`src/hw/rtl/pls_pkg.sv`:
```
`timescale 1ns / 1ps

package pls_pkg;

  localparam int CAPACITY = 16;

  localparam int FUNC_W = 3;
  localparam int POS_W  = 8;
  localparam int DATA_W = 32;

  // request codes
  localparam logic [FUNC_W-1:0] FN_INSERT = 3'd0;
  localparam logic [FUNC_W-1:0] FN_REMOVE = 3'd1;
  localparam logic [FUNC_W-1:0] FN_READ   = 3'd2;
  localparam logic [FUNC_W-1:0] FN_ZERO   = 3'd3;
  localparam logic [FUNC_W-1:0] FN_EMPTY  = 3'd4;

  // one memory access per cycle: one write, one registered read
  typedef struct packed {
    logic              we;
    logic [POS_W-1:0]  waddr;
    logic [DATA_W-1:0] wdata;
    logic [POS_W-1:0]  raddr;
  } mem_req_t;

  typedef struct packed {
    logic              ok;
    logic [DATA_W-1:0] rdata;
    logic [POS_W-1:0]  length;
  } result_t;

endpackage

```
`src/hw/rtl/pls_mem.sv`:
```
`timescale 1ns / 1ps

module pls_mem #(
  parameter int CAPACITY = pls_pkg::CAPACITY
) (
  input  logic                          clk,
  input  pls_pkg::mem_req_t             req,
  output logic [pls_pkg::DATA_W-1:0]    rdata
);

  localparam int AW = (CAPACITY > 1) ? $clog2(CAPACITY) : 1;

  logic [pls_pkg::DATA_W-1:0] mem [CAPACITY];

  always_ff @(posedge clk) begin
    if (req.we) begin
      mem[req.waddr[AW-1:0]] <= req.wdata;
    end
    rdata <= mem[req.raddr[AW-1:0]];
  end

endmodule

```
`src/hw/rtl/pls_ctrl.sv`:
```
`timescale 1ns / 1ps

module pls_ctrl #(
  parameter int CAPACITY = pls_pkg::CAPACITY
) (
  input  logic                          clk,
  input  logic                          rst,
  input  logic                          in_valid,
  input  logic [pls_pkg::FUNC_W-1:0]    in_func,
  input  logic [pls_pkg::POS_W-1:0]     in_pos,
  input  logic [pls_pkg::DATA_W-1:0]    in_value,
  output logic                          ready,
  output pls_pkg::mem_req_t             mem_req,
  input  logic [pls_pkg::DATA_W-1:0]    mem_rdata,
  output logic                          res_valid,
  output pls_pkg::result_t              res,
  input  logic                          res_take
);

  localparam int CW = $clog2(CAPACITY + 1);
  localparam int PW = pls_pkg::POS_W;
  localparam int DW = pls_pkg::DATA_W;

  localparam logic [2:0] S_IDLE   = 3'd0;
  localparam logic [2:0] S_INS_RD = 3'd1;
  localparam logic [2:0] S_INS_WR = 3'd2;
  localparam logic [2:0] S_REM_RD = 3'd3;
  localparam logic [2:0] S_REM_WR = 3'd4;
  localparam logic [2:0] S_ZERO   = 3'd5;
  localparam logic [2:0] S_READ   = 3'd6;
  localparam logic [2:0] S_DONE   = 3'd7;

  logic [2:0]    state, state_next;
  logic [CW-1:0] idx, idx_next;
  logic [CW-1:0] lim, lim_next;
  logic [CW-1:0] count, count_next;
  logic [DW-1:0] val, val_next;
  logic          res_ok, res_ok_next;
  logic [DW-1:0] res_rdata, res_rdata_next;

  // shared unit: index step and index-vs-limit compare
  logic          at_lim;
  logic [CW-1:0] idx_dec, idx_inc;
  logic [PW-1:0] cnt_ext;
  logic [PW-1:0] cap_ext;

  assign at_lim  = (idx == lim);
  assign idx_dec = idx - 1'b1;
  assign idx_inc = idx + 1'b1;
  assign cnt_ext = PW'(count);
  assign cap_ext = PW'(CAPACITY);

  assign ready      = (state == S_IDLE);
  assign res_valid  = (state == S_DONE);
  assign res.ok     = res_ok;
  assign res.rdata  = res_rdata;
  assign res.length = cnt_ext;

  always_comb begin
    state_next     = state;
    idx_next       = idx;
    lim_next       = lim;
    count_next     = count;
    val_next       = val;
    res_ok_next    = res_ok;
    res_rdata_next = res_rdata;
    mem_req.we     = 1'b0;
    mem_req.waddr  = PW'(idx);
    mem_req.wdata  = val;
    mem_req.raddr  = PW'(idx);

    case (state)
      S_IDLE: begin
        mem_req.raddr = in_pos;
        if (in_valid) begin
          res_ok_next    = 1'b0;
          res_rdata_next = '0;
          val_next       = in_value;
          state_next     = S_DONE;
          case (in_func)
            pls_pkg::FN_INSERT: begin
              if (cnt_ext < cap_ext && in_pos <= cnt_ext) begin
                idx_next   = count;
                lim_next   = CW'(in_pos);
                state_next = S_INS_RD;
              end
            end
            pls_pkg::FN_REMOVE: begin
              if (in_pos < cnt_ext) begin
                idx_next   = CW'(in_pos);
                lim_next   = count - 1'b1;
                state_next = S_REM_RD;
              end
            end
            pls_pkg::FN_READ: begin
              if (in_pos < cnt_ext) begin
                state_next = S_READ;
              end
            end
            pls_pkg::FN_ZERO: begin
              idx_next   = '0;
              lim_next   = count;
              state_next = S_ZERO;
            end
            pls_pkg::FN_EMPTY: begin
              count_next  = '0;
              res_ok_next = 1'b1;
            end
            default: begin
            end
          endcase
        end
      end
      S_INS_RD: begin
        if (at_lim) begin
          mem_req.we  = 1'b1;
          count_next  = count + 1'b1;
          res_ok_next = 1'b1;
          state_next  = S_DONE;
        end else begin
          mem_req.raddr = PW'(idx_dec);
          state_next    = S_INS_WR;
        end
      end
      S_INS_WR: begin
        mem_req.we    = 1'b1;
        mem_req.wdata = mem_rdata;
        idx_next      = idx_dec;
        state_next    = S_INS_RD;
      end
      S_REM_RD: begin
        if (at_lim) begin
          count_next  = count - 1'b1;
          res_ok_next = 1'b1;
          state_next  = S_DONE;
        end else begin
          mem_req.raddr = PW'(idx_inc);
          state_next    = S_REM_WR;
        end
      end
      S_REM_WR: begin
        mem_req.we    = 1'b1;
        mem_req.wdata = mem_rdata;
        idx_next      = idx_inc;
        state_next    = S_REM_RD;
      end
      S_ZERO: begin
        if (at_lim) begin
          res_ok_next = 1'b1;
          state_next  = S_DONE;
        end else begin
          mem_req.we    = 1'b1;
          mem_req.wdata = '0;
          idx_next      = idx_inc;
        end
      end
      S_READ: begin
        res_rdata_next = mem_rdata;
        res_ok_next    = 1'b1;
        state_next     = S_DONE;
      end
      S_DONE: begin
        if (res_take) begin
          state_next = S_IDLE;
        end
      end
      default: begin
        state_next = S_IDLE;
      end
    endcase
  end

  always_ff @(posedge clk) begin
    if (rst) begin
      state <= S_IDLE;
      count <= '0;
    end else begin
      state <= state_next;
      count <= count_next;
    end
    idx       <= idx_next;
    lim       <= lim_next;
    val       <= val_next;
    res_ok    <= res_ok_next;
    res_rdata <= res_rdata_next;
  end

endmodule

```
`src/hw/rtl/positional_list_store.sv`:
```
`timescale 1ns / 1ps
// The result moves into the output register once the sequencer finishes and
// the output register is empty or its beat leaves; the output register lets a
// finished result wait while the next beat is taken.
// Reset (rst, synchronous, active high) empties the list and clears both
// handshakes; entry storage is not cleared.

module positional_list_store #(
  parameter int CAPACITY = pls_pkg::CAPACITY
) (
  input  logic                          clk,
  input  logic                          rst,
  input  logic                          in_valid,
  output logic                          in_stall,
  input  logic [pls_pkg::FUNC_W-1:0]    func,
  input  logic [pls_pkg::POS_W-1:0]     position,
  input  logic signed [pls_pkg::DATA_W-1:0] value,
  output logic                          out_valid,
  input  logic                          out_stall,
  output logic                          ok,
  output logic signed [pls_pkg::DATA_W-1:0] read_value,
  output logic [pls_pkg::POS_W-1:0]     length
);

  pls_pkg::mem_req_t           mem_req;
  logic [pls_pkg::DATA_W-1:0]  mem_rdata;
  logic                        ready;
  logic                        res_valid;
  pls_pkg::result_t            res;
  logic                        res_take;

  // Entry storage: one write and one registered read each cycle. Every entry
  // move of insert/remove is a read followed by a write.
  pls_mem #(
    .CAPACITY (CAPACITY)
  ) u_mem (
    .clk   (clk),
    .req   (mem_req),
    .rdata (mem_rdata)
  );

  // Sequencer: one shared index stepper/comparator walks the entries.
  pls_ctrl #(
    .CAPACITY (CAPACITY)
  ) u_ctrl (
    .clk       (clk),
    .rst       (rst),
    .in_valid  (in_valid),
    .in_func   (func),
    .in_pos    (position),
    .in_value  (value),
    .ready     (ready),
    .mem_req   (mem_req),
    .mem_rdata (mem_rdata),
    .res_valid (res_valid),
    .res       (res),
    .res_take  (res_take)
  );

  assign in_stall = !ready;

  // output register: load when empty or when the current beat leaves
  assign res_take = res_valid && (!out_valid || !out_stall);

  always_ff @(posedge clk) begin
    if (rst) begin
      out_valid <= 1'b0;
    end else if (res_take) begin
      out_valid <= 1'b1;
    end else if (!out_stall) begin
      out_valid <= 1'b0;
    end
    if (res_take) begin
      ok         <= res.ok;
      read_value <= res.rdata;
      length     <= res.length;
    end
  end

`ifndef SYNTH
  // the list never grows past its capacity
  a_len_bound: assert property (@(posedge clk) disable iff (rst)
    out_valid |-> (length <= CAPACITY))
    else $error("length beyond capacity");

  // a nonzero read value only comes with a successful operation
  a_rd_ok: assert property (@(posedge clk) disable iff (rst)
    (out_valid && read_value != '0) |-> ok)
    else $error("read value without success");

  // one beat at a time: the block stalls right after taking a beat
  a_busy: assert property (@(posedge clk) disable iff (rst)
    (in_valid && !in_stall) |=> in_stall)
    else $error("second beat taken while busy");
`endif

endmodule
```
`config.mk`:
```
export PLATFORM = sky130hd
export DESIGN_NAME = positional_list_store
export DESIGN_NICKNAME = d
export VERILOG_FILES = /design/src/hw/rtl/pls_pkg.sv /design/src/hw/rtl/pls_mem.sv /design/src/hw/rtl/pls_ctrl.sv /design/src/hw/rtl/positional_list_store.sv
export SDC_FILE = /design/constraint.sdc
export NUM_CORES = 1
export LEC_CHECK = 0
export BUFFER_PORTS_ARGS = -buffer_cell sky130_fd_sc_hd__buf_2
export CAP_MARGIN = 15
export CORE_MARGIN = 1.5
export CORE_UTILIZATION = 55
export CTS_BUF_LIST = sky130_fd_sc_hd__clkbuf_8
export CTS_CLUSTER_SIZE = 8
export DETAILED_ROUTE_END_ITERATION = 16
export GPL_TIMING_DRIVEN = 0
export HOLD_SLACK_MARGIN = 0.1
export PLACE_DENSITY = 0.72
export SYNTH_ARGS = -nofsm -noshare
export SYNTH_HDL_FRONTEND = slang
export SYNTH_HIERARCHICAL = 1
export SYNTH_SLANG_ARGS = --single-unit
```
`constraint.sdc`:
```
create_clock -name clk -period 9 [get_ports clk]
set_input_delay 1.8 -clock clk [delete_from_list [all_inputs] [get_ports clk]]
set_output_delay 1.8 -clock clk [all_outputs]
set_load 0.01 [all_outputs]
```
After elaboration in Yosys (flattened, before gate mapping)
Memories as Yosys holds them, arrays and structs flattened. A register that Yosys moved wholly into a read port is not among the register bits. Index checks and enable logic that the tools add are counted.

Logic and storage cells: 109. Flip-flop bits (word level): 122. Memories kept: 1. Output and inout port bits: 43. Memory bits (writable): 512. Input bits: 47.

Memories: u_mem.mem (words 16, width 32, read ports 1, clocked after Yosys merged registers in 1, write ports 1, RTL line pls_mem.sv:13) `logic [pls_pkg::DATA_W-1:0] mem [CAPACITY];`.

Reductions and logical operators: 22. Equality and inequality tests: 26. Order comparisons: 3. Add/subtract/negate cells: 4. Muxes and demuxes: 42.

Operators by type and width (number): 32-bit one-hot mux with 2 select lines (2); 32-bit 2-to-1 mux (2); 5-bit 2-to-1 mux (10); 5-bit one-hot mux with 3 select lines (3); 3-bit one-hot mux with 8 select lines (1); 5-bit one-hot mux with 4 select lines (1); 3-bit 2-to-1 mux (6); 2-bit by 1-bit inequality test with 1-bit output (second input constant) (9); 3-bit == test (second input constant) (5); 3-bit by 2-bit == test with 1-bit output (second input constant) (4); 3-bit one-hot mux with 4 select lines (1); 4-bit one-hot mux with 3 select lines (1); 5-bit by 1-bit adder with 5-bit output (second input constant) (2); 1-bit 2-to-1 mux (10); 5-bit AND reduction (2); 5-bit by 1-bit subtractor with 5-bit output (second input constant) (2); 3-bit nonzero test (3); 8-bit by 5-bit less-or-equal comparator with 1-bit output (1); 8-bit by 5-bit less-than comparator with 1-bit output (1); 4-bit 2-to-1 mux (2); 3-bit by 1-bit == test with 1-bit output (second input constant) (2); 3-bit logical NOT (2); 3-bit by 2-bit inequality test with 1-bit output (second input constant) (2); 1-bit one-hot mux with 3 select lines (2); 15 further kinds (21).

Depth between registers and ports, before layout
Depth in word-level cells: 6. Mapped depth: 13. Mapped depth without buffers: 9.

Cells and area by module
Netlist, hierarchy kept.

By module, submodules not included: pls_mem (cells each 838, sequential area each 16015.4 um^2, area an instance 19835.3 um^2, instances 1); pls_ctrl (cells each 407, sequential area each 2412.3 um^2, area an instance 4440.5 um^2, instances 1); positional_list_store (cells each 46, sequential area each 1251.2 um^2, area an instance 1271.2 um^2, instances 1).

Worst setup path after synthesis
No wires, ideal clock.

Path type: reg2reg. Start: register u_ctrl.idx[0]. End: memory u_mem/mem[0][0] (netlist name), enable pin. Library setup time: 0.461 ns. Stages on the path, launching flop included: 11. Required time: 8.539 ns. Arrival: 4.553 ns. Setup slack: 3.986 ns. Path through: edfxtp_1 -> buf_2 -> xor2_1 -> nor3_2 -> and2_1 -> buf_2 -> nand2_2 -> xor2_1 -> o22ai_1 -> or3b_2 -> nor3_1.

RTL lines: start, declared (RTL line pls_ctrl.sv:34) `logic [CW-1:0] idx, idx_next;`; start signal, assigned (RTL line pls_ctrl.sv:181) `idx <= idx_next;`; end, declared (RTL line pls_mem.sv:13).

==> results.py <==
metrics = {
    "run_status": {
        "outcome": "completed",
    },
    "pwr": {
        "p_sw_mw": 3.70,
        "combPwrFrac": 0.371,
        "pwr-share-seq": 0.414,
        "power.density_nw_per_um2": 369,
        "swShare": 0.343,
        "power.share.clock": 0.215,
        "max-vdd-ir-drop_mv": 0.170,
        "internal-power_mw": 7.09,
        "power_leakage_nw": 9.92,
    },
    "sta": {
        "setup_viol_count_final": 0,
        "relSlewSlack": 0.213,
        "period_needed_ns": 4.26,
        "fin_crit_sh": 0.473,
        "fmax_mhz": 235,
        "hold_viol": 0,
        "worst_hold_slack_ns": 0.417,
        "skew_ns": 0.0261,
        "worst_pin_slew_ns": 1.18,
        "rsz0062_at_grt": "no",
        "finalWorstSetupSlack_ns": 4.74,
        "setup_tns_ns": 0,
        "slew_viol_final": 0,
    },
    "floorplanning": {
        "core-area_um2": 45500,
        "die_h_um": 218,
        "start_util": 0.560,
        "row_count": 78,
        "io_pins": 90,
        "die_area_um2": 47600,
        "die_w_um": 218,
    },
    "global_routing": {
        "grt_pass1_vias": 13600,
        "grt_usage": 0.250,
        "grt_pass1_wl_mm": 85.2,
        "antenna_found_initial": 1,
        "grt_overflow_total": 0,
        "grt_max_degree": 34,
    },
    "drt": {
        "drtPass1Iterations": 5,
        "wl_per_cell_um": 26.2,
        "drt_wl_total_mm": 57.4,
        "avgViaCountPerCell": 6.05,
        "drt_iter0_markers": 1393,
        "drc_errors": 0,
        "ant_nets": 0,
        "num_vias": 13300,
    },
    "final_layout": {
        "syn2layout_area_growth_pct": 14.9,
        "fin_nets": 1559,
        "drive_gt1_frac": 0.270,
    },
    "worst_hold_path": {
        "hp-class": "flip-flop to flip-flop",
        "hold_start": "u_ctrl/res_rdata[22]$_SDFFCE_PN0P_",
    },
    "yosys": {
        "postSynthCellCount": 1277,
        "synth_area_um2": 25500,
        "yosysWarnings": 6,
        "avgSynthCellArea_um2": 19.9,
    },
    "worst_setup_path": {
        "end_kind": "flip-flop",
        "crit_start": "u_ctrl/idx[0]$_DFFE_PP_",
        "crit_chain": "buf_2, xor2_1, nor3_2, and2_1, buf_2, nand2_2, xor2_1, o22ai_1, or3b_2, nor3_2, buf_6, buf_6, buf_6",
        "critical_path_class": "flip-flop to flip-flop",
        "timing.rr.start": "u_ctrl/idx[0]$_DFFE_PP_",
        "cp-start-kind": "flip-flop",
        "worstPathRequired_ns": 9.37,
        "slowest_delay_ns": 0.62,
        "path_max_fanout": 9,
        "cpMaxStageDelayCell": "or3b_2",
        "arrival_ns": 4.63,
        "crit_top_cell": "buf_6",
    },
    "clock_network": {
        "cts_made_buffers": 104,
        "cts.repair.resized": 0,
        "path_clk_slew_ns": 0.06,
        "postCtsSetupBuffers": 0,
        "cts_hold_buf": 0,
        "cts_root_buf": "clkbuf_8",
        "cts.sinks": 669,
        "clk_latency_ns": 0.69,
        "cts_buffer_depth": 3,
        "cts_tree": "yes",
        "htree_levels": 3,
    },
    "placement": {
        "globalplace.congestion": 0.913,
        "io_buffers": 88,
        "dp_hpwl_mm": 36.1,
        "dpl_worst_slack_ns": 4.41,
    },
    "flow_run": {
        "max-cap-violations": 0,
    },
}
-- worst max-delay path, delay by kind of cell, from the launching register on --
family	cells	cell delay, ns
flip-flops	1	0.54
buffers and inverters	5	1.01
AND/OR/NAND/NOR	5	1.68
AO/OA/AOI/OAI	1	0.33
XOR/XNOR	2	0.37
-- final cells by class --
class                           instances  area, µm²
Inverter                               12       50.0
Timing Repair Buffer                  118        947
Clock inverter                         77        322
Sequential cell                       669      19700
Antenna cell                            1       2.50
Clock buffer                          118       1620
Tap cell                              600        751
Multi-Input combinational cell        520       5510
Fill cell                            3136      16200
Buffer                                 78        365
-- metrics by stage --
stage / std cells / power, mW / instance area, µm² / util
2_1_floorplan: 1279 / 7.18 / 25500 / -
3_3_place_gp: 1967 / 8.35 / 26700 / 0.586
3_5_place_dp: 1997 / 8.53 / 27300 / 0.600
4_1_cts: 2192 / 10.8 / 29200 / 0.643
5_1_grt: 2193 / 11.3 / 29200 / 0.643
6_report: 2193 / 10.8 / 29200 / 0.643
-- flip-flops by register name, summed over array words and instances, names as in the netlist --
| register | flops |
|---|---|
| read_value | 32 |
| u_ctrl/res_rdata | 32 |
| ok | 1 |
| u_mem/rdata | 32 |
| u_ctrl/idx | 5 |
| u_mem/mem | 512 |
| length | 8 |
| u_ctrl/state | 3 |
| u_ctrl/lim | 5 |
| out_valid | 1 |
| u_ctrl/count | 5 |
| u_ctrl/val | 32 |
| u_ctrl/res_ok | 1 |
-- per-layer routing --
metal  up-vias  part of all wire  track usage
met5         -                 0            0
met4         0             0.023       0.0853
met3        82             0.086       0.0559
met2       632              0.49        0.401
met1      6866              0.40        0.343
li1       5685                 -            -
-- power groups by stage --
stage	Combinational (mW)	Clock (mW)	Sequential, mW
after floorplan	2.70	0	4.48
after global placement	3.80	0	4.54
after detailed placement	4.00	0	4.53
after CTS	4.01	2.36	4.47
after global routing	4.30	2.51	4.50
final	4.00	2.32	4.47
-- layout by cell type, fill, tap and decap left out, types with 5 or more instances in the layout --
| cell type | n |
|---|---|
| nand3_1 | 11 |
| dfxtp_1 | 41 |
| nor3b_1 | 7 |
| xnor2_1 | 6 |
| nand2b_1 | 9 |
| nor3_1 | 9 |
| buf_4 | 14 |
| edfxtp_1 | 628 |
| a21oi_1 | 23 |
| ha_1 | 9 |
| buf_16 | 5 |
| o21ai_0 | 20 |
| and2_1 | 37 |
| xor2_1 | 11 |
| o211ai_1 | 6 |
| clkinv_2 | 5 |
| nor2_4 | 12 |
| mux4_2 | 128 |
| nor2b_1 | 9 |
| buf_6 | 14 |
| a22o_1 | 32 |
| buf_2 | 101 |
| buf_12 | 10 |
| inv_1 | 75 |
| clkbuf_8 | 118 |
| nor2_1 | 23 |
| a22oi_1 | 64 |
| and3_1 | 5 |
| nor3_2 | 5 |
| nand2_1 | 52 |
| buf_1 | 11 |
| clkbuf_1 | 40 |
-- path summary, 6_finish.rpt --
path                                              endpoint  slack (ns)  depth (start not counted)
worst max-delay path            u_mem/mem[0][14]$_DFFE_PP_        4.74                         13
worst min-delay path              read_value[22]$_DFFE_PP_        0.42                          0
worst max register to register  u_mem/mem[0][14]$_DFFE_PP_        4.74                         13
worst min register to register    read_value[22]$_DFFE_PP_        0.42                          0
Note: power is estimated with default switching activity, not from simulation.
